[config.mk]
export PLATFORM = sky130hd
export DESIGN_NAME = cfsu_queue
export DESIGN_NICKNAME = d
export VERILOG_FILES = /design/src/design/cfsu_pkg.sv /design/src/design/cfsu_queue.sv
export SDC_FILE = /design/constraint.sdc
export NUM_CORES = 1
export LEC_CHECK = 0
export BUFFER_PORTS_ARGS = -buffer_cell sky130_fd_sc_hd__clkbuf_2
export CAP_MARGIN = 5
export CORE_UTILIZATION = 30
export DETAILED_ROUTE_END_ITERATION = 8
export PLACE_DENSITY_LB_ADDON = 0.2
export SLEW_MARGIN = 30
export SYNTH_ARGS = -nofsm -noshare
export SYNTH_HDL_FRONTEND = slang
export SYNTH_SLANG_ARGS = --single-unit
[constraint.sdc]
create_clock -name i_clk -period 12.35 [get_ports i_clk]
set_input_delay 1.235 -clock i_clk [delete_from_list [all_inputs] [get_ports i_clk]]
set_output_delay 1.235 -clock i_clk [all_outputs]
set_load 0.01 [all_outputs]
[src/design/cfsu_pkg.sv]
package cfsu_pkg;

    localparam int COORD_W          = 32;
    localparam int FEED_W           = 24;
    localparam int SEG_LEN_W        = 20;
    localparam int ANCHOR_W         = 64;
    localparam int CFG_IDX_W        = 3;
    localparam int SEG_CNT_W        = 7;
    localparam int DIFF_W           = COORD_W + 1;
    localparam int SQ_W             = 2 * DIFF_W;
    localparam int ROOT_W           = SQ_W / 2;
    localparam int NUM_W            = ROOT_W + SEG_CNT_W;
    localparam int FNUM_W           = NUM_W + FEED_W;
    localparam int NUM_ANCHORS      = 4;
    localparam int NUM_AXES         = 3;
    localparam int MAX_SEGMENTS_DEF = 64;
    localparam int QUEUE_DEPTH_DEF  = 2;
    localparam int COORD_WIDTH      = 32;

    localparam logic [SEG_LEN_W-1:0] SEG_LEN_RST = SEG_LEN_W'(1024);
    localparam logic [COORD_W-1:0]   LEN_MAX     = COORD_W'((64'd1 << (COORD_WIDTH - 1)) - 64'd1);
    localparam logic [FEED_W-1:0]    FEED_MAX    = '1;

    typedef enum logic [CFG_IDX_W-1:0] {
        CFG_TOP_LEFT     = 3'd0,
        CFG_TOP_RIGHT    = 3'd1,
        CFG_BOTTOM_LEFT  = 3'd2,
        CFG_BOTTOM_RIGHT = 3'd3,
        CFG_SEG_LEN      = 3'd4
    } t_cfg_idx;

    typedef struct packed {
        logic signed [COORD_W-1:0] target_x;
        logic signed [COORD_W-1:0] target_y;
        logic signed [COORD_W-1:0] target_z;
        logic [FEED_W-1:0]         feed_rate;
        logic                      rapid;
    } t_in_item;

    typedef struct packed {
        logic signed [COORD_W-1:0] cable_top_left;
        logic signed [COORD_W-1:0] cable_top_right;
        logic signed [COORD_W-1:0] cable_bottom_left;
        logic signed [COORD_W-1:0] cable_bottom_right;
        logic signed [COORD_W-1:0] segment_z;
        logic [FEED_W-1:0]         segment_feed;
        logic                      last_segment;
    } t_out_item;

    typedef struct packed {
        logic                                zero;
        logic                                rapid;
        logic [FEED_W-1:0]                   feed;
        logic [NUM_AXES-1:0][COORD_W-1:0]    tgt;
        logic [NUM_AXES-1:0]                 neg;
        logic [NUM_AXES-1:0][DIFF_W-1:0]     q;
        logic [NUM_AXES-1:0][SEG_CNT_W-1:0]  r;
        logic [SEG_CNT_W-1:0]                n;
        logic [ROOT_W-1:0]                   total;
    } t_cmd;

    typedef enum logic [3:0] {
        F_IDLE,
        F_SQ,
        F_XY_START,
        F_XY_WAIT,
        F_TOT_START,
        F_TOT_WAIT,
        F_N_START,
        F_N_WAIT,
        F_AX_START,
        F_AX_WAIT,
        F_PUSH
    } t_front_state;

    typedef enum logic [3:0] {
        B_IDLE,
        B_STEP,
        B_END,
        B_LMUL,
        B_LROOT,
        B_LWAIT,
        B_MSQ,
        B_MROOT,
        B_MWAIT,
        B_NUM,
        B_FMUL,
        B_DIV,
        B_DWAIT,
        B_OUT
    } t_back_state;

    function automatic logic [DIFF_W-1:0] mag_of(input logic [DIFF_W-1:0] d);
        return d[DIFF_W-1] ? (~d + DIFF_W'(1)) : d;
    endfunction

    function automatic logic [SQ_W-1:0] sq_of(input logic [DIFF_W-1:0] m);
        return SQ_W'(m) * SQ_W'(m);
    endfunction

endpackage

[src/design/cfsu_queue.sv]
module cfsu_queue #(
    parameter int DEPTH = cfsu_pkg::QUEUE_DEPTH_DEF
) (
    input  logic           i_clk,
    input  logic           i_rst_n,
    input  logic           i_valid,
    output logic           o_ready,
    input  cfsu_pkg::t_cmd i_cmd,
    output logic           o_valid,
    input  logic           i_ready,
    output cfsu_pkg::t_cmd o_cmd
);
    import cfsu_pkg::*;

    localparam int PTR_W = (DEPTH > 1) ? $clog2(DEPTH) : 1;
    localparam int CNT_W = $clog2(DEPTH + 1);

    t_cmd             r_mem [DEPTH];
    logic [PTR_W-1:0] r_wp;
    logic [PTR_W-1:0] r_rp;
    logic [CNT_W-1:0] r_cnt;
    logic             w_push;
    logic             w_pop;

    assign o_ready = (r_cnt != CNT_W'(DEPTH));
    assign o_valid = (r_cnt != '0);
    assign o_cmd   = r_mem[r_rp];
    assign w_push  = i_valid && o_ready;
    assign w_pop   = o_valid && i_ready;

    always_ff @(posedge i_clk) begin
        if (!i_rst_n) begin
            r_wp  <= '0;
            r_rp  <= '0;
            r_cnt <= '0;
        end else begin
            if (w_push) begin
                r_wp <= (r_wp == PTR_W'(DEPTH - 1)) ? '0 : r_wp + PTR_W'(1);
            end
            if (w_pop) begin
                r_rp <= (r_rp == PTR_W'(DEPTH - 1)) ? '0 : r_rp + PTR_W'(1);
            end
            case ({w_push, w_pop})
                2'b10:   r_cnt <= r_cnt + CNT_W'(1);
                2'b01:   r_cnt <= r_cnt - CNT_W'(1);
                default: r_cnt <= r_cnt;
            endcase
        end
    end

    always_ff @(posedge i_clk) begin
        if (w_push) begin
            r_mem[r_wp] <= i_cmd;
        end
    end

endmodule

# == Yosys cells after proc, flatten, opt, wreduce, memory -nomap -nowiden ==
# Memories as Yosys holds them, arrays and structs flattened. A register that Yosys moved wholly into a read port is not among the register bits.
# Index checks and enable logic that the tools add are counted.
# classes
n_addsub,4
n_eq_ne,3
n_mux,7
reduce_logical,4
# op_table
cell,n
$mux W1,6
$pmux W2 S2,1
$reduce_bool A2 Y1,2
$add A1 B1 Y1 const B,2
$add A2 B1 Y2 const B,1
$eq A2 B1 Y1 const B,1
$eq A2 B2 Y1 const B,1
$logic_and A1 B1 Y1,2
$ne A2 B2 Y1 const B,1
$sub A2 B1 Y2 const B,1
# totals
regBits,4
mem_bits_rw,570
input_bits,289
output_inout_bits,287
wordCells,22
memories,1
# memory_table
memory,depth,word_bits,rd,rd_ports_with_merged_regs,write_ports,line,rtl
r_mem,2,285,1,1,1,cfsu_queue.sv:18,t_cmd r_mem [DEPTH];

# == Logic depth before layout (Yosys ltp) ==
# logic_depth
word_depth,4
ltp_mapped,6
depth_no_buf,6

# == Least setup slack after synthesis ==
# OpenSTA, ideal clock, no wires.
# synth_path
kind,input to register
start,input i_valid
end,memory r_mem[1][0] in the netlist's numbering (enable)
setup_ns,0.684
arrival_time_ns,7.769
setup_slack_ns,3.896
cell_stages,1
path_buffers,0
cell_sequence,and3_1
# synth_between
elab_chain_cells,3
# synth_lines
element,line,rtl
start: declaration,cfsu_queue.sv:6,"input logic i_valid,"
$logic_and A1 B1 Y1,cfsu_queue.sv:28,assign w_push = i_valid && o_ready;
$mux W1,cfsu_queue.sv:52,if (w_push) begin
$mux W1 (not written as such),cfsu_queue.sv:53,r_mem[r_wp] <= i_cmd;
end: declaration,cfsu_queue.sv:18,
# No other way between the ends.

==> results.toml <==
[synthesis]
synth.largest_area_cell = "edfxtp_1"
synth_fp_nets = 1201
yosys_most_used_dff = "edfxtp_1"
synthTopCellsByCount = "570 x edfxtp_1, 265 x mux2_2, 28 x buf_6"
yosys_warnings = 0
async_flop_share_pct = 0
syn_avg_cell_area_um2 = 23.0
synth_top_area_share_pct = 81.8
seq_area_frac_synth_pct = 82.2
synth_cell_types = 23
synth_edf_count = 570
synth_seq_cells = 575
synthCells = 911
netlist_top_cells_area = "edfxtp_1 82%, mux2_2 14%, buf_6 1.5%, mux2_4 0.72%, mux2_1 0.54%"
yosysMostFrequentCell = "edfxtp_1"
syn-cell-area_um2 = 20900

[sta]
hold_violations = 0
slew_viol_final = 0
tightestPinTransition_ns = 0.865
fin_setup_tns_ns = 0
rsz0062_at_grt = "no"
skew_ns = 0.0136
period_minus_slack_ns = 3.95
setup_viol = 0
maxSlewHeadroom_pct = 42.3
max_freq_ghz = 0.253
finalCritPeriodShare_pct = 32.0

[floorplan]
die_w_um = 266
start_util_pct = 30.4
num_io_pins = 576
core_area_um2 = 68800
std_cell_rows = 96
die_y_um = 266
die_area_um2 = 70800

[finish]
stdcell_count = 2512
regArea_um2 = 17200
drive_above_1_share_pct = 60.3
multi_input_area_um2 = 3380
fin_nets = 1819
fill_cells = 6421
area_growth_pct = 28.0

[pwr]
vdd_drop_max_mv = 0.248
p_leak_nw = 9.93
p_per_area_nw_per_um2 = 212

[critical_path]
crit_cells = 4
path_class = "reg2out"
rrSetupSlack_ns = 9.20
start_kind = "flip-flop"
critical_path_arrival_ns = 2.72
worst-r2r-cell-count = 5
worst-path-buf-inv = 3
end_kind = "output pin"
cpMaxStageDelayCell = "dfxtp_4"
reg2reg_from = "r_cnt[0]$_SDFFE_PN0P_"
crit_fanout = 100
r2r-end = "r_mem[0][3]$_DFFE_PP_"
cp_cell_sequence = "buf_12 > buf_16 > mux2_2 > clkbuf_2"
slowest_delay_ns = 0.59
endpoint = "o_cmd[7]"
critPathTopFamily = "buffers and inverters"
required_ns = 11.11

[clock_network]
cts_made_buffers = 61
clockBufferDepth = 3
clock-sinks = 575
cts_setup_buffers = 0
cts-root-buf = "clkbuf_16"
path_clk_slew_ns = 0.06
ctsHoldBuffers = 0
tritoncts = "yes"
cts_resized = 0
clkLatencyLatePin_ns = 0.61
htreeDepth = 2

[worst_hold_path]
hold_path.class = "reg2reg"

[global_route]
grt_pass1_wl_um = 68600
first_global_vias = 11300
grt.total_usage_pct = 12.8
grt-ovfl-total = 0
antenna_found_initial = 6
grt_max_degree = 158

[routing]
drt_first_pass_iters = 6
vias = 10700
met1_length_um = 17400
via_per_inst = 4.25
wl_met2_um = 24400
ant_nets = 0
wl_met3_um = 4370
wl_per_cell_um = 18.8
routed_wl_um = 47300
first_iter_violations = 448
drc = 0
maxUsedRoutingLayer = "met5"

[placement]
place_hpwl_um = 30900
numPortBuffers = 575
dp_cells = 2393
gp_congestion = 0.737

[flow_run]
drv_cap = 0

[status]
outcome = "completed"
## metal layers
layer / global-route usage [%] / vias to the layer above
met1: 13.9 / 5323
met4: 3.93 / 8
li1: - / 4917
met3: 5.33 / 72
met2: 22.7 / 363
met5: 0 / -
## logic make-up (layout without fill, tap and decap cells)
group           Yosys count  in the layout  synth area share (%)
other cells               0              3                     0
fa+ha+maj                 1              1                0.0598
compound gates            5              5                 0.179
simple gates              9              9                 0.263
buf+inv                  33            700                  1.62
xor+xnor                  3              3                 0.126
flops                   575            575                  82.2
mux                     285            285                  15.5
## tightest hold or removal path, cell delays in order, from the launching register on
cell and delay [ns]:
dfxtp_1 0.34, o21ai_0 0.08, a21boi_1 0.06
## worst min-delay path by stage
stage,from,to,cells after the start
floorplan,r_cnt[1]$_SDFFE_PN0P_,r_cnt[1]$_SDFFE_PN0P_,2
global placement,r_cnt[1]$_SDFFE_PN0P_,r_cnt[1]$_SDFFE_PN0P_,2
detailed placement,r_cnt[1]$_SDFFE_PN0P_,r_cnt[1]$_SDFFE_PN0P_,2
CTS,r_cnt[1]$_SDFFE_PN0P_,r_cnt[1]$_SDFFE_PN0P_,2
global route,r_cnt[1]$_SDFFE_PN0P_,r_cnt[1]$_SDFFE_PN0P_,2
finish,r_cnt[1]$_SDFFE_PN0P_,r_cnt[1]$_SDFFE_PN0P_,2
## sequential cells by signal (all words and copies together) (netlist names), named ones only
name and flops:
r_cnt 2, r_mem 570, r_rp 1, r_wp 1
## metrics by stage
step / setup slack (ns) / instance area [um^2] / hold WS, ns / total power [mW] / utilization (%)
floorplan: 3.90 / 20900 / 0.479 / 3.52 / -
global placement: 8.40 / 24700 / 0.496 / 4.00 / 35.9
detailed placement: 8.59 / 24800 / 0.524 / 4.02 / 36.0
CTS: 7.91 / 26700 / 0.540 / 5.78 / 38.8
global route: 8.21 / 26800 / 0.571 / 5.95 / 38.9
finish: 8.40 / 26800 / 0.527 / 5.68 / 38.9
## power by group
| part | switching [mW] | total, mW | internal (mW) |
|---|---|---|---|
| clock network | 0.727 | 1.74 | 1.01 |
| logic | 0.791 | 1.42 | 0.629 |
| registers | 0.0645 | 2.53 | 2.46 |
| total | 1.58 | 5.68 | 4.10 |
## cell type report
cell class / instances / share of cell area [%]
clock buffers: 83 / 6.28
well taps: 931 / 4.35
multi-input cells: 303 / 12.6
clock inverters: 29 / 0.845
diodes: 3 / 0.0280
inverters: 1 / 0.0607
repair buffers: 587 / 11.6
flip-flops and latches: 575 / 64.3
## cells in the final DEF, fill, tap and decap left out, types with 2 or more instances in the layout
cell type and n:
clkbuf_16 63, buf_16 4, clkbuf_1 17, clkinv_2 11, buf_12 3, buf_6 3, mux2_1 10, edfxtp_1 570
clkinv_1 10, clkbuf_2 575, mux2_2 265, bufinv_16 3, xnor2_1 3, inv_6 3, nor2b_1 2, mux2_4 10
buf_4 2, dfxtp_1 4, clkinv_4 2, clkbuf_8 3, diode_2 3
No activity file was read; power rests on OpenSTA's default activity.
