## config.mk

```make
export PLATFORM = sky130hd
export DESIGN_NAME = cfsu_front
export DESIGN_NICKNAME = d
export VERILOG_FILES = /design/src/design/cfsu_pkg.sv /design/src/design/cfsu_isqrt.sv /design/src/design/cfsu_divu.sv /design/src/design/cfsu_front.sv
export SDC_FILE = /design/constraint.sdc
export NUM_CORES = 2
export LEC_CHECK = 0
export ABC_AREA = 1
export BUFFER_PORTS_ARGS = -buffer_cell sky130_fd_sc_hd__buf_2
export CORE_ASPECT_RATIO = 0.6
export CORE_MARGIN = 8
export CORE_UTILIZATION = 40
export CTS_BUF_LIST = sky130_fd_sc_hd__clkbuf_4 sky130_fd_sc_hd__clkbuf_8
export DETAILED_ROUTE_END_ITERATION = 10
export HOLD_SLACK_MARGIN = 0.05
export PLACE_DENSITY = 0.67
export SLEW_MARGIN = 20
export SYNTH_ARGS = -nofsm -noshare
export SYNTH_HDL_FRONTEND = slang
export SYNTH_SLANG_ARGS = --single-unit
```

## constraint.sdc

```tcl
create_clock -name i_clk -period 26.9 [get_ports i_clk]
set_clock_uncertainty 0.2 [all_clocks]
set_input_delay 5.38 -clock i_clk [delete_from_list [all_inputs] [get_ports i_clk]]
set_output_delay 5.38 -clock i_clk [all_outputs]
set_load 0.005 [all_outputs]
```

## src/design/cfsu_pkg.sv

```systemverilog
package cfsu_pkg;

    localparam int COORD_W          = 32;
    localparam int FEED_W           = 24;
    localparam int SEG_LEN_W        = 20;
    localparam int ANCHOR_W         = 64;
    localparam int CFG_IDX_W        = 3;
    localparam int SEG_CNT_W        = 7;
    localparam int DIFF_W           = COORD_W + 1;
    localparam int SQ_W             = 2 * DIFF_W;
    localparam int ROOT_W           = SQ_W / 2;
    localparam int NUM_W            = ROOT_W + SEG_CNT_W;
    localparam int FNUM_W           = NUM_W + FEED_W;
    localparam int NUM_ANCHORS      = 4;
    localparam int NUM_AXES         = 3;
    localparam int MAX_SEGMENTS_DEF = 64;
    localparam int QUEUE_DEPTH_DEF  = 2;
    localparam int COORD_WIDTH      = 32;

    localparam logic [SEG_LEN_W-1:0] SEG_LEN_RST = SEG_LEN_W'(1024);
    localparam logic [COORD_W-1:0]   LEN_MAX     = COORD_W'((64'd1 << (COORD_WIDTH - 1)) - 64'd1);
    localparam logic [FEED_W-1:0]    FEED_MAX    = '1;

    typedef enum logic [CFG_IDX_W-1:0] {
        CFG_TOP_LEFT     = 3'd0,
        CFG_TOP_RIGHT    = 3'd1,
        CFG_BOTTOM_LEFT  = 3'd2,
        CFG_BOTTOM_RIGHT = 3'd3,
        CFG_SEG_LEN      = 3'd4
    } t_cfg_idx;

    typedef struct packed {
        logic signed [COORD_W-1:0] target_x;
        logic signed [COORD_W-1:0] target_y;
        logic signed [COORD_W-1:0] target_z;
        logic [FEED_W-1:0]         feed_rate;
        logic                      rapid;
    } t_in_item;

    typedef struct packed {
        logic signed [COORD_W-1:0] cable_top_left;
        logic signed [COORD_W-1:0] cable_top_right;
        logic signed [COORD_W-1:0] cable_bottom_left;
        logic signed [COORD_W-1:0] cable_bottom_right;
        logic signed [COORD_W-1:0] segment_z;
        logic [FEED_W-1:0]         segment_feed;
        logic                      last_segment;
    } t_out_item;

    typedef struct packed {
        logic                                zero;
        logic                                rapid;
        logic [FEED_W-1:0]                   feed;
        logic [NUM_AXES-1:0][COORD_W-1:0]    tgt;
        logic [NUM_AXES-1:0]                 neg;
        logic [NUM_AXES-1:0][DIFF_W-1:0]     q;
        logic [NUM_AXES-1:0][SEG_CNT_W-1:0]  r;
        logic [SEG_CNT_W-1:0]                n;
        logic [ROOT_W-1:0]                   total;
    } t_cmd;

    typedef enum logic [3:0] {
        F_IDLE,
        F_SQ,
        F_XY_START,
        F_XY_WAIT,
        F_TOT_START,
        F_TOT_WAIT,
        F_N_START,
        F_N_WAIT,
        F_AX_START,
        F_AX_WAIT,
        F_PUSH
    } t_front_state;

    typedef enum logic [3:0] {
        B_IDLE,
        B_STEP,
        B_END,
        B_LMUL,
        B_LROOT,
        B_LWAIT,
        B_MSQ,
        B_MROOT,
        B_MWAIT,
        B_NUM,
        B_FMUL,
        B_DIV,
        B_DWAIT,
        B_OUT
    } t_back_state;

    function automatic logic [DIFF_W-1:0] mag_of(input logic [DIFF_W-1:0] d);
        return d[DIFF_W-1] ? (~d + DIFF_W'(1)) : d;
    endfunction

    function automatic logic [SQ_W-1:0] sq_of(input logic [DIFF_W-1:0] m);
        return SQ_W'(m) * SQ_W'(m);
    endfunction

endpackage

```

## src/design/cfsu_isqrt.sv

```systemverilog
module cfsu_isqrt #(
    parameter int R_W = cfsu_pkg::SQ_W
) (
    input  logic               i_clk,
    input  logic               i_rst_n,
    input  logic               i_start,
    input  logic [R_W-1:0]     i_radicand,
    output logic               o_done,
    output logic [R_W/2-1:0]   o_root
);
    localparam int W     = R_W / 2;
    localparam int CNT_W = $clog2(W + 1);

    logic [R_W-1:0]   r_x;
    logic [W+2:0]     r_rem;
    logic [W-1:0]     r_root;
    logic [CNT_W-1:0] r_cnt;
    logic             r_busy;
    logic             r_done;

    logic [W+2:0]     w_remp;
    logic [W+2:0]     w_trial;
    logic             w_ge;

    always_comb begin
        w_remp  = {r_rem[W:0], r_x[R_W-1 -: 2]};
        w_trial = {1'b0, r_root, 2'b01};
        w_ge    = (w_remp >= w_trial);
    end

    always_ff @(posedge i_clk) begin
        if (!i_rst_n) begin
            r_busy <= 1'b0;
            r_done <= 1'b0;
            r_cnt  <= '0;
        end else if (i_start) begin
            r_busy <= 1'b1;
            r_done <= 1'b0;
            r_cnt  <= '0;
        end else if (r_busy) begin
            r_cnt <= r_cnt + CNT_W'(1);
            if (r_cnt == CNT_W'(W - 1)) begin
                r_busy <= 1'b0;
                r_done <= 1'b1;
            end
        end else begin
            r_done <= 1'b0;
        end
    end

    always_ff @(posedge i_clk) begin
        if (i_start) begin
            r_x    <= i_radicand;
            r_rem  <= '0;
            r_root <= '0;
        end else if (r_busy) begin
            r_x    <= {r_x[R_W-3:0], 2'b00};
            r_rem  <= w_ge ? (w_remp - w_trial) : w_remp;
            r_root <= {r_root[W-2:0], w_ge};
        end
    end

    assign o_done = r_done;
    assign o_root = r_root;

endmodule

```

## src/design/cfsu_divu.sv

```systemverilog
module cfsu_divu #(
    parameter int N_W = 34,
    parameter int D_W = 20
) (
    input  logic           i_clk,
    input  logic           i_rst_n,
    input  logic           i_start,
    input  logic [N_W-1:0] i_dividend,
    input  logic [D_W-1:0] i_divisor,
    output logic           o_done,
    output logic [N_W-1:0] o_quot,
    output logic [D_W-1:0] o_rem
);
    localparam int CNT_W = $clog2(N_W + 1);

    logic [N_W-1:0]   r_q;
    logic [D_W-1:0]   r_rem;
    logic [D_W-1:0]   r_div;
    logic [CNT_W-1:0] r_cnt;
    logic             r_busy;
    logic             r_done;

    logic [D_W:0]     w_trial;
    logic [D_W:0]     w_diff;
    logic             w_ge;

    always_comb begin
        w_trial = {r_rem, r_q[N_W-1]};
        w_diff  = w_trial - {1'b0, r_div};
        w_ge    = (w_trial >= {1'b0, r_div});
    end

    always_ff @(posedge i_clk) begin
        if (!i_rst_n) begin
            r_busy <= 1'b0;
            r_done <= 1'b0;
            r_cnt  <= '0;
        end else if (i_start) begin
            r_busy <= 1'b1;
            r_done <= 1'b0;
            r_cnt  <= '0;
        end else if (r_busy) begin
            r_cnt <= r_cnt + CNT_W'(1);
            if (r_cnt == CNT_W'(N_W - 1)) begin
                r_busy <= 1'b0;
                r_done <= 1'b1;
            end
        end else begin
            r_done <= 1'b0;
        end
    end

    always_ff @(posedge i_clk) begin
        if (i_start) begin
            r_q   <= i_dividend;
            r_rem <= '0;
            r_div <= i_divisor;
        end else if (r_busy) begin
            r_q   <= {r_q[N_W-2:0], w_ge};
            r_rem <= w_ge ? w_diff[D_W-1:0] : w_trial[D_W-1:0];
        end
    end

    assign o_done = r_done;
    assign o_quot = r_q;
    assign o_rem  = r_rem;

endmodule

```

## src/design/cfsu_front.sv

```systemverilog
module cfsu_front #(
    parameter int MAX_SEGMENTS = cfsu_pkg::MAX_SEGMENTS_DEF
) (
    input  logic                             i_clk,
    input  logic                             i_rst_n,
    input  logic                             i_valid,
    output logic                             o_ready,
    input  cfsu_pkg::t_in_item               i_item,
    input  logic [cfsu_pkg::SEG_LEN_W-1:0]   i_seg_len,
    output logic                             o_cmd_valid,
    input  logic                             i_cmd_ready,
    output cfsu_pkg::t_cmd                   o_cmd
);
    import cfsu_pkg::*;

    localparam int QN_W = DIFF_W + 1;

    t_front_state                    r_state;
    t_front_state                    n_state;
    logic [NUM_AXES-1:0][COORD_W-1:0] r_pos;
    logic [NUM_AXES-1:0][COORD_W-1:0] r_tgt;
    logic [NUM_AXES-1:0]             r_neg;
    logic [NUM_AXES-1:0][DIFF_W-1:0] r_mag;
    logic [NUM_AXES-1:0][DIFF_W-1:0] r_q;
    logic [NUM_AXES-1:0][SEG_CNT_W-1:0] r_r;
    logic [FEED_W-1:0]               r_feed;
    logic                            r_rapid;
    logic                            r_zero;
    logic [1:0]                      r_idx;
    logic [SQ_W-1:0]                 r_prod;
    logic [SQ_W-1:0]                 r_acc;
    logic [SQ_W-1:0]                 r_xysum;
    logic [ROOT_W-1:0]               r_xy;
    logic [ROOT_W-1:0]               r_total;
    logic [SEG_CNT_W-1:0]            r_n;

    logic [NUM_AXES-1:0][COORD_W-1:0] w_in_tgt;
    logic [NUM_AXES-1:0][DIFF_W-1:0]  w_d;
    logic [DIFF_W-1:0]               w_ax_mag;
    logic [SEG_LEN_W-1:0]            w_seg;

    logic                            s_sq_start;
    logic [SQ_W-1:0]                 s_sq_rad;
    logic                            s_sq_done;
    logic [ROOT_W-1:0]               s_sq_root;
    logic                            s_dv_start;
    logic [QN_W-1:0]                 s_dv_num;
    logic [SEG_LEN_W-1:0]            s_dv_den;
    logic                            s_dv_done;
    logic [QN_W-1:0]                 s_dv_quot;
    logic [SEG_LEN_W-1:0]            s_dv_rem;

    cfsu_isqrt #(.R_W(SQ_W)) u_isqrt (
        .i_clk      (i_clk),
        .i_rst_n    (i_rst_n),
        .i_start    (s_sq_start),
        .i_radicand (s_sq_rad),
        .o_done     (s_sq_done),
        .o_root     (s_sq_root)
    );

    cfsu_divu #(.N_W(QN_W), .D_W(SEG_LEN_W)) u_divu (
        .i_clk      (i_clk),
        .i_rst_n    (i_rst_n),
        .i_start    (s_dv_start),
        .i_dividend (s_dv_num),
        .i_divisor  (s_dv_den),
        .o_done     (s_dv_done),
        .o_quot     (s_dv_quot),
        .o_rem      (s_dv_rem)
    );

    always_comb begin
        w_in_tgt[0] = i_item.target_x;
        w_in_tgt[1] = i_item.target_y;
        w_in_tgt[2] = i_item.target_z;
        for (int a = 0; a < NUM_AXES; a++) begin
            w_d[a] = {w_in_tgt[a][COORD_W-1], w_in_tgt[a]} - {r_pos[a][COORD_W-1], r_pos[a]};
        end
        case (r_idx)
            2'd1:    w_ax_mag = r_mag[1];
            2'd2:    w_ax_mag = r_mag[2];
            default: w_ax_mag = r_mag[0];
        endcase
        w_seg = (i_seg_len == '0) ? SEG_LEN_W'(1) : i_seg_len;
    end

    always_comb begin
        n_state = r_state;
        case (r_state)
            F_IDLE: begin
                if (i_valid) begin
                    n_state = (w_d == '0) ? F_PUSH : F_SQ;
                end
            end
            F_SQ: begin
                if (r_idx == 2'd3) begin
                    n_state = F_XY_START;
                end
            end
            F_XY_START:  n_state = F_XY_WAIT;
            F_XY_WAIT:   n_state = s_sq_done ? F_TOT_START : F_XY_WAIT;
            F_TOT_START: n_state = F_TOT_WAIT;
            F_TOT_WAIT:  n_state = s_sq_done ? F_N_START : F_TOT_WAIT;
            F_N_START:   n_state = F_N_WAIT;
            F_N_WAIT:    n_state = s_dv_done ? F_AX_START : F_N_WAIT;
            F_AX_START:  n_state = F_AX_WAIT;
            F_AX_WAIT: begin
                if (s_dv_done) begin
                    n_state = (r_idx == 2'd2) ? F_PUSH : F_AX_START;
                end
            end
            F_PUSH: begin
                if (i_cmd_ready) begin
                    n_state = F_IDLE;
                end
            end
            default: n_state = F_IDLE;
        endcase
    end

    always_comb begin
        o_ready     = (r_state == F_IDLE);
        o_cmd_valid = (r_state == F_PUSH);
        s_sq_start  = (r_state == F_XY_START) || (r_state == F_TOT_START);
        s_sq_rad    = (r_state == F_XY_START) ? r_xysum : r_acc;
        s_dv_start  = (r_state == F_N_START) || (r_state == F_AX_START);
        s_dv_num    = (r_state == F_N_START) ? QN_W'(r_xy) : QN_W'(w_ax_mag);
        s_dv_den    = (r_state == F_N_START) ? w_seg : SEG_LEN_W'(r_n);
    end

    always_ff @(posedge i_clk) begin
        if (!i_rst_n) begin
            r_state <= F_IDLE;
            r_pos   <= '0;
            r_idx   <= '0;
        end else begin
            r_state <= n_state;
            case (r_state)
                F_IDLE: begin
                    if (i_valid) begin
                        r_pos <= w_in_tgt;
                        r_idx <= '0;
                    end
                end
                F_SQ: begin
                    r_idx <= r_idx + 2'd1;
                end
                F_N_WAIT: begin
                    r_idx <= '0;
                end
                F_AX_WAIT: begin
                    if (s_dv_done) begin
                        r_idx <= r_idx + 2'd1;
                    end
                end
                default: ;
            endcase
        end
    end

    always_ff @(posedge i_clk) begin
        case (r_state)
            F_IDLE: begin
                if (i_valid) begin
                    r_tgt   <= w_in_tgt;
                    r_feed  <= i_item.feed_rate;
                    r_rapid <= i_item.rapid;
                    r_zero  <= (w_d == '0);
                    for (int a = 0; a < NUM_AXES; a++) begin
                        r_neg[a] <= w_d[a][DIFF_W-1];
                        r_mag[a] <= mag_of(w_d[a]);
                    end
                end
            end
            F_SQ: begin
                if (r_idx != 2'd3) begin
                    r_prod <= sq_of(w_ax_mag);
                end
                r_acc <= (r_idx == 2'd0) ? '0 : r_acc + r_prod;
                if (r_idx == 2'd3) begin
                    r_xysum <= r_acc;
                end
            end
            F_XY_WAIT: begin
                if (s_sq_done) begin
                    r_xy <= s_sq_root;
                end
            end
            F_TOT_WAIT: begin
                if (s_sq_done) begin
                    r_total <= s_sq_root;
                end
            end
            F_N_WAIT: begin
                if (s_dv_done) begin
                    if (s_dv_quot == '0) begin
                        r_n <= SEG_CNT_W'(1);
                    end else if (s_dv_quot > QN_W'(MAX_SEGMENTS)) begin
                        r_n <= SEG_CNT_W'(MAX_SEGMENTS);
                    end else begin
                        r_n <= s_dv_quot[SEG_CNT_W-1:0];
                    end
                end
            end
            F_AX_WAIT: begin
                if (s_dv_done) begin
                    case (r_idx)
                        2'd1: begin
                            r_q[1] <= s_dv_quot[DIFF_W-1:0];
                            r_r[1] <= s_dv_rem[SEG_CNT_W-1:0];
                        end
                        2'd2: begin
                            r_q[2] <= s_dv_quot[DIFF_W-1:0];
                            r_r[2] <= s_dv_rem[SEG_CNT_W-1:0];
                        end
                        default: begin
                            r_q[0] <= s_dv_quot[DIFF_W-1:0];
                            r_r[0] <= s_dv_rem[SEG_CNT_W-1:0];
                        end
                    endcase
                end
            end
            default: ;
        endcase
    end

    always_comb begin
        o_cmd.zero  = r_zero;
        o_cmd.rapid = r_rapid;
        o_cmd.feed  = r_feed;
        o_cmd.tgt   = r_tgt;
        o_cmd.neg   = r_neg;
        o_cmd.q     = r_q;
        o_cmd.r     = r_r;
        o_cmd.n     = r_n;
        o_cmd.total = r_total;
    end

endmodule

```

# ---- After elaboration in Yosys (flattened, before gate mapping)
# Index checks and enable logic that the tools add are counted.
# W data, S select, Z words.
dict set report word_totals {
  memories 0
  ff_bits 940
  word_cells 150
  mem_bits_rw 0
  latchBits 0
  inputBits 145
  romBits 0
  output_inout_bits 287
}
dict set report op_classes {
  n_bitwise 8
  div 0
  eq_ne 20
  n_shift 0
  n_addsub 12
  order_cmp 3
  muxes 34
  reduce_logical 28
  mul 1
}
# operator count
set op_table {}
lappend op_table {{$mux W66} 3}
lappend op_table {{$mux W34} 3}
lappend op_table {{$add A33 B1 Y33 const B} 3}
lappend op_table {{$logic_not A99 Y1} 1}
lappend op_table {{$not A33 Y33} 3}
lappend op_table {{$sub A32 B32 Y33} 3}
lappend op_table {{$mux W32} 3}
lappend op_table {{$add A66 B66 Y66} 1}
lappend op_table {{$mul A33 B33 Y66} 1}
lappend op_table {{$pmux W33 S2} 1}
lappend op_table {{$pmux W4 S11} 1}
lappend op_table {{$ge A36 B35 Y1} 1}
lappend op_table {{$gt A34 B7 Y1 const B} 1}
lappend op_table {{$logic_not A34 Y1} 1}
lappend op_table {{$sub A34 B34 Y34} 1}
lappend op_table {{$mux W33} 1}
lappend op_table {{$mux W4} 6}
lappend op_table {{$ge A21 B20 Y1} 1}
lappend op_table {{$mux W7} 3}
lappend op_table {{$logic_not A20 Y1} 1}
lappend op_table {{$mux W20} 1}
lappend op_table {{$sub A20 B20 Y20} 1}
lappend op_table {{$eq A4 B3 Y1 const B} 4}
lappend op_table {{$add A6 B1 Y6 const B} 2}
lappend op_table {{other kinds (24)} 59}

# ---- Depth between registers and ports, before layout
dict set report depth {
  word_depth 5
  ltp_mapped 40
  depth_no_buf 38
}

# ---- By module
# Synthesis repeated with hierarchy kept, for this count alone.
dict set report hier_totals {
  cells_unflattened 9753
  hier_area_um2 82510.4
}
# module area_per_inst_um2 seq_area_each_um2 n_inst cells_each
set modules_own_cells {}
lappend modules_own_cells {cfsu_front 69317.7 20479.6 1 7940}
lappend modules_own_cells {cfsu_isqrt 8378.0 3483.3 1 1187}
lappend modules_own_cells {cfsu_divu 4814.6 2182.1 1 626}

# ---- Least setup slack after synthesis
# Ideal clock, no wire load.
dict set report synth_path {
  path_type {input port to flip-flop}
  from {input i_valid}
  to {register r_pos[10] in the netlist's numbering}
  path_slack_ns 9.722
  setup_ns 0.128
  arrival_ns 16.849
  t_required_ns 26.572
  path_buffers 2
  path_stages 7
  cell_sequence {inv_1 -> nor2_1 -> inv_1 -> clkbuf_1 -> clkbuf_1 -> o21ai_0 -> a21oi_1}
}
dict set report synth_via {
  elab_chain_cells 1
}
# item line_no
set synth_lines {}
lappend synth_lines {{start, declared} cfsu_front.sv:6} ;# input logic i_valid,
lappend synth_lines {{$reduce_and A2 Y1 (no source line)} n/a}
lappend synth_lines {{end signal, assigned} cfsu_front.sv:142} ;# r_pos <= w_in_tgt;
lappend synth_lines {{end, declared} cfsu_front.sv:20} ;# logic [NUM_AXES-1:0][COORD_W-1:0] r_pos;
# Every way passes these cells.
# A chain may end at the register's enable or synchronous reset.

# ---- Final worst setup path
dict set report layout_path {
  from {register r_idx[0]}
  to {register r_prod[65], data pin}
}
dict set report layout_via {
  elab_chain_cells 3
  elab_cells_between_ends 4
  cone_classes {1 x mul; 2 x eq/ne; 1 x mux}
}
# item line_no
set layout_lines {}
lappend layout_lines {{start, declared} cfsu_front.sv:29} ;# logic [1:0] r_idx;
lappend layout_lines {{start signal, assigned} cfsu_front.sv:147} ;# r_idx <= r_idx + 2'd1;
lappend layout_lines {{start signal, assigned} cfsu_front.sv:154} ;# r_idx <= r_idx + 2'd1;
lappend layout_lines {{$eq A2 B2 Y1 / $eq A2 B1 Y1 (equally long branches)} cfsu_front.sv:80} ;# case (r_idx)
lappend layout_lines {{$pmux W33 S2 (*)} cfsu_front.sv:80}
lappend layout_lines {{$mul A33 B33 Y66 (*)} cfsu_pkg.sv:98} ;# return SQ_W'(m) * SQ_W'(m);
lappend layout_lines {{end signal, assigned} cfsu_front.sv:178} ;# r_prod <= sq_of(w_ax_mag);
lappend layout_lines {{end, declared} cfsu_front.sv:30} ;# logic [SQ_W-1:0] r_prod;
# Every way passes the cells marked *; elsewhere a longest branch is shown, timed or not.

==> run metrics <==
Clk Latency, worst-skew pair=830 ps; Overflow after GRT=0; via-per-instance ratio=5.24; warnings from Yosys=0; DRC viols=0; worst-margin pin slew=1170 ps; Num CTS Buffers=~140; Area Growth Syn to Fin=10.5%; Async SR Flop Fraction=0%; post-synthesis sequential area ratio=between 30% and 40%; R2R cell count=32; DR iter-0 viols=7620; HPWL Detailed=206 mm; hold_buf cts=0; share of cells above drive strength 1=8.98%; status=complete, no violations; critical path's largest stage delay=850 ps; Placer Congestion=1.01; largest net degree at the start of global routing=a little under 100; DIE AREA=214000 um^2; postcts setup bufs=0; Setup Crit Path Kind=reg2reg; Die Wd=between 500 and 600 um; count of final setup violators=0; top cells by area, synth=edfxtp_1 28%, fa_1 22%, inv_1 9.3%; die height=362 um; mapped cell area=79800 um^2; Crit path top cell by count=fa_1; final period utilization=42.6%; Via Count=about 65000; CP arrival=11880 ps; vias in the first global route=between 60000 and 70000; Max Slew Vio Count=0; post-cts sizing count=0; io pins=around 430; CP max-delay cell=clkinv_1; GR Util All Layers=around a quarter; post-synth top area cell=edfxtp_1; Syn Nets=10652; # port buffers=431; endpoint class of the critical path=flip-flop; initial antenna violation count=9; Final Hold Vio Count=0; post-synth top area share=around 28%; WL per Instance=21.1 um; Crit. Startpoint=r_idx[0]$_SDFFE_PN0P_; Layout Nets=11086; Reg clk slew, reported paths=70 ps; crit path capture=r_prod[65]$_DFFE_PP_; post-layout minimum cycle time=11470 ps; Synth Instances=9153; crit start category=flip-flop; first-pass GRT wire length=392 mm; 1st-pass router iterations=6; FF+latch count, synth=939; R2R Setup Slk=15430 ps; critical register-to-register path endpoint=r_prod[65]$_DFFE_PP_; clock sink count=939; setup_tns=0 ps; TritonCTS clock tree=yes; drt total wl=260 mm; Rows=about 130; Root Buffer Master=clkbuf_8; H-tree Lvls=4; unrepaired setup endpoints after global routing=false; Core Box Area=around 200000 um^2; Post-synth top cells=1976 x inv_1, 1692 x nand2_1, 926 x nor2_1; Critical Path RT=between 20000 and 30000 ps; Critical Path Fanout Max=55; Max Clk Rate=87.2 MHz; Starting Density=40.1%; DRT antenna net count=0; RR Startpoint=r_idx[0]$_SDFFE_PN0P_; library cells used by synthesis=65; cell area after layout=88100 um^2; most frequent cell after synthesis=inv_1; number of synthesized flops with an enable pin=around 730; area post-placement=85300 um^2; Synth Flop Type=edfxtp_1; MaxCap Viol Count=0; final core occ=roughly 44%; Hold/Removal Path Class=reg2reg; worst rel slew slack=~22%; Avg Cell Area, Syn=about 8.7 um^2; Longest Clk Path Bufs=4
==> how the worst min path moves through the flow <==
stage / start / end / slack (ps) / cells past startpoint
finish: r_pos[74]$_SDFFE_PN0P_ / r_pos[74]$_SDFFE_PN0P_ / 260 / 2
CTS: u_isqrt.o_root[14]$_SDFFE_PN0P_ / r_total[14]$_DFFE_PP_ / 250 / 0
detailed placement: r_pos[74]$_SDFFE_PN0P_ / r_pos[74]$_SDFFE_PN0P_ / 250 / 2
floorplan: u_isqrt.o_root[0]$_SDFFE_PN0P_ / r_total[0]$_DFFE_PP_ / 230 / 0
global route: u_isqrt.o_root[14]$_SDFFE_PN0P_ / r_total[14]$_DFFE_PP_ / 280 / 0
global placement: u_isqrt.o_root[15]$_SDFFE_PN0P_ / r_xy[15]$_DFFE_PP_ / 240 / 0
==> metal layers <==
layer	vias to the layer above	wire (um)	part of all wire (%)	GRT usage, %
li1	29723	-	-	-
met1	31134	123000	47	37.5
met2	3481	96900	37	30.9
met3	309	35500	14	7.88
met4	4	4700	1.8	4.17
met5	-	14	0.0054	0
==> logic make-up (layout without fill, tap and decap cells) <==
logic type	after synthesis	after routing	synth area share, %
AO/OA/AOI/OAI	1243	1243	8.74
XOR/XNOR	200	200	2.21
adder cells (fa/ha/maj)	1354	1354	29.4
buffers and inverters	2222	2755	10.5
flip-flops	939	939	32.8
other	0	2	0
AND/OR/NAND/NOR	3195	3195	16.4
==> through the flow <==
stage	hold WS (ps)	setup slack, ps	cells
2_1_floorplan	226	9720	9153
3_3_place_gp	242	16030	12088
3_5_place_dp	250	15910	12088
4_1_cts	254	15930	12330
5_1_grt	278	15260	12331
6_report	257	15430	12332
==> area by class of cell <==
| class | instances | area [um^2] |
|---|---|---|
| fill | 19440 | 111000 |
| multi-input combinational | 5992 | 45600 |
| sequential | 939 | 26100 |
| inverter | 2003 | 7520 |
| tap | 2644 | 3310 |
| timing repair buffer | 510 | 2750 |
| clock buffer | 198 | 2410 |
| clock inverter | 44 | 379 |
| antenna | 2 | 5.00 |
==> registers in the layout (all words and copies together) (netlist names), 2 cells and up <==
register	cells
r_xysum	66
u_isqrt.r_x	66
r_n	7
r_mag	99
r_feed	24
r_pos	96
r_xy	33
u_isqrt.r_cnt	6
r_acc	66
r_state	4
u_divu.r_div	20
o_cmd	216
r_total	33
u_isqrt.o_root	33
r_prod	65
u_isqrt.r_rem	34
r_neg	3
u_divu.o_quot	34
u_divu.r_cnt	6
r_idx	2
u_divu.o_rem	20
==> cells in the final DEF (no fill, tap or decap), types with 36 or more instances in the layout <==
| master | Yosys | layout |
|---|---|---|
| inv_1 | 1976 | 1971 |
| nand2_1 | 1692 | 1692 |
| nor2_1 | 926 | 912 |
| fa_1 | 863 | 863 |
| edfxtp_1 | 734 | 734 |
| a21oi_1 | 514 | 514 |
| ha_1 | 491 | 490 |
| buf_2 | 8 | 431 |
| o21ai_0 | 364 | 356 |
| nand3_1 | 318 | 318 |
| dfxtp_1 | 205 | 205 |
| clkbuf_8 | 0 | 147 |
| xor2_1 | 125 | 125 |
| buf_4 | 3 | 79 |
| xnor2_1 | 74 | 74 |
| nand4_1 | 55 | 55 |
| nor3_1 | 55 | 53 |
| clkbuf_4 | 0 | 51 |
| a31oi_1 | 50 | 50 |
| o211ai_1 | 46 | 46 |
| o21a_1 | 39 | 39 |
| nand3b_1 | 36 | 36 |
| o22ai_1 | 36 | 36 |
==> critical path: cells and delay by family, from the launching register on <==
family	cells	cell delay [ps]
DFF	1	390
adders and majority gates	10	5140
AOI/OAI and AO/OA	2	300
and+or+nand+nor	12	2590
buffers and inverters	8	2430
Power is left out: the tool's default activity adds up to more than one toggle a clock period on the data nets, which glitch-free logic cannot reach.
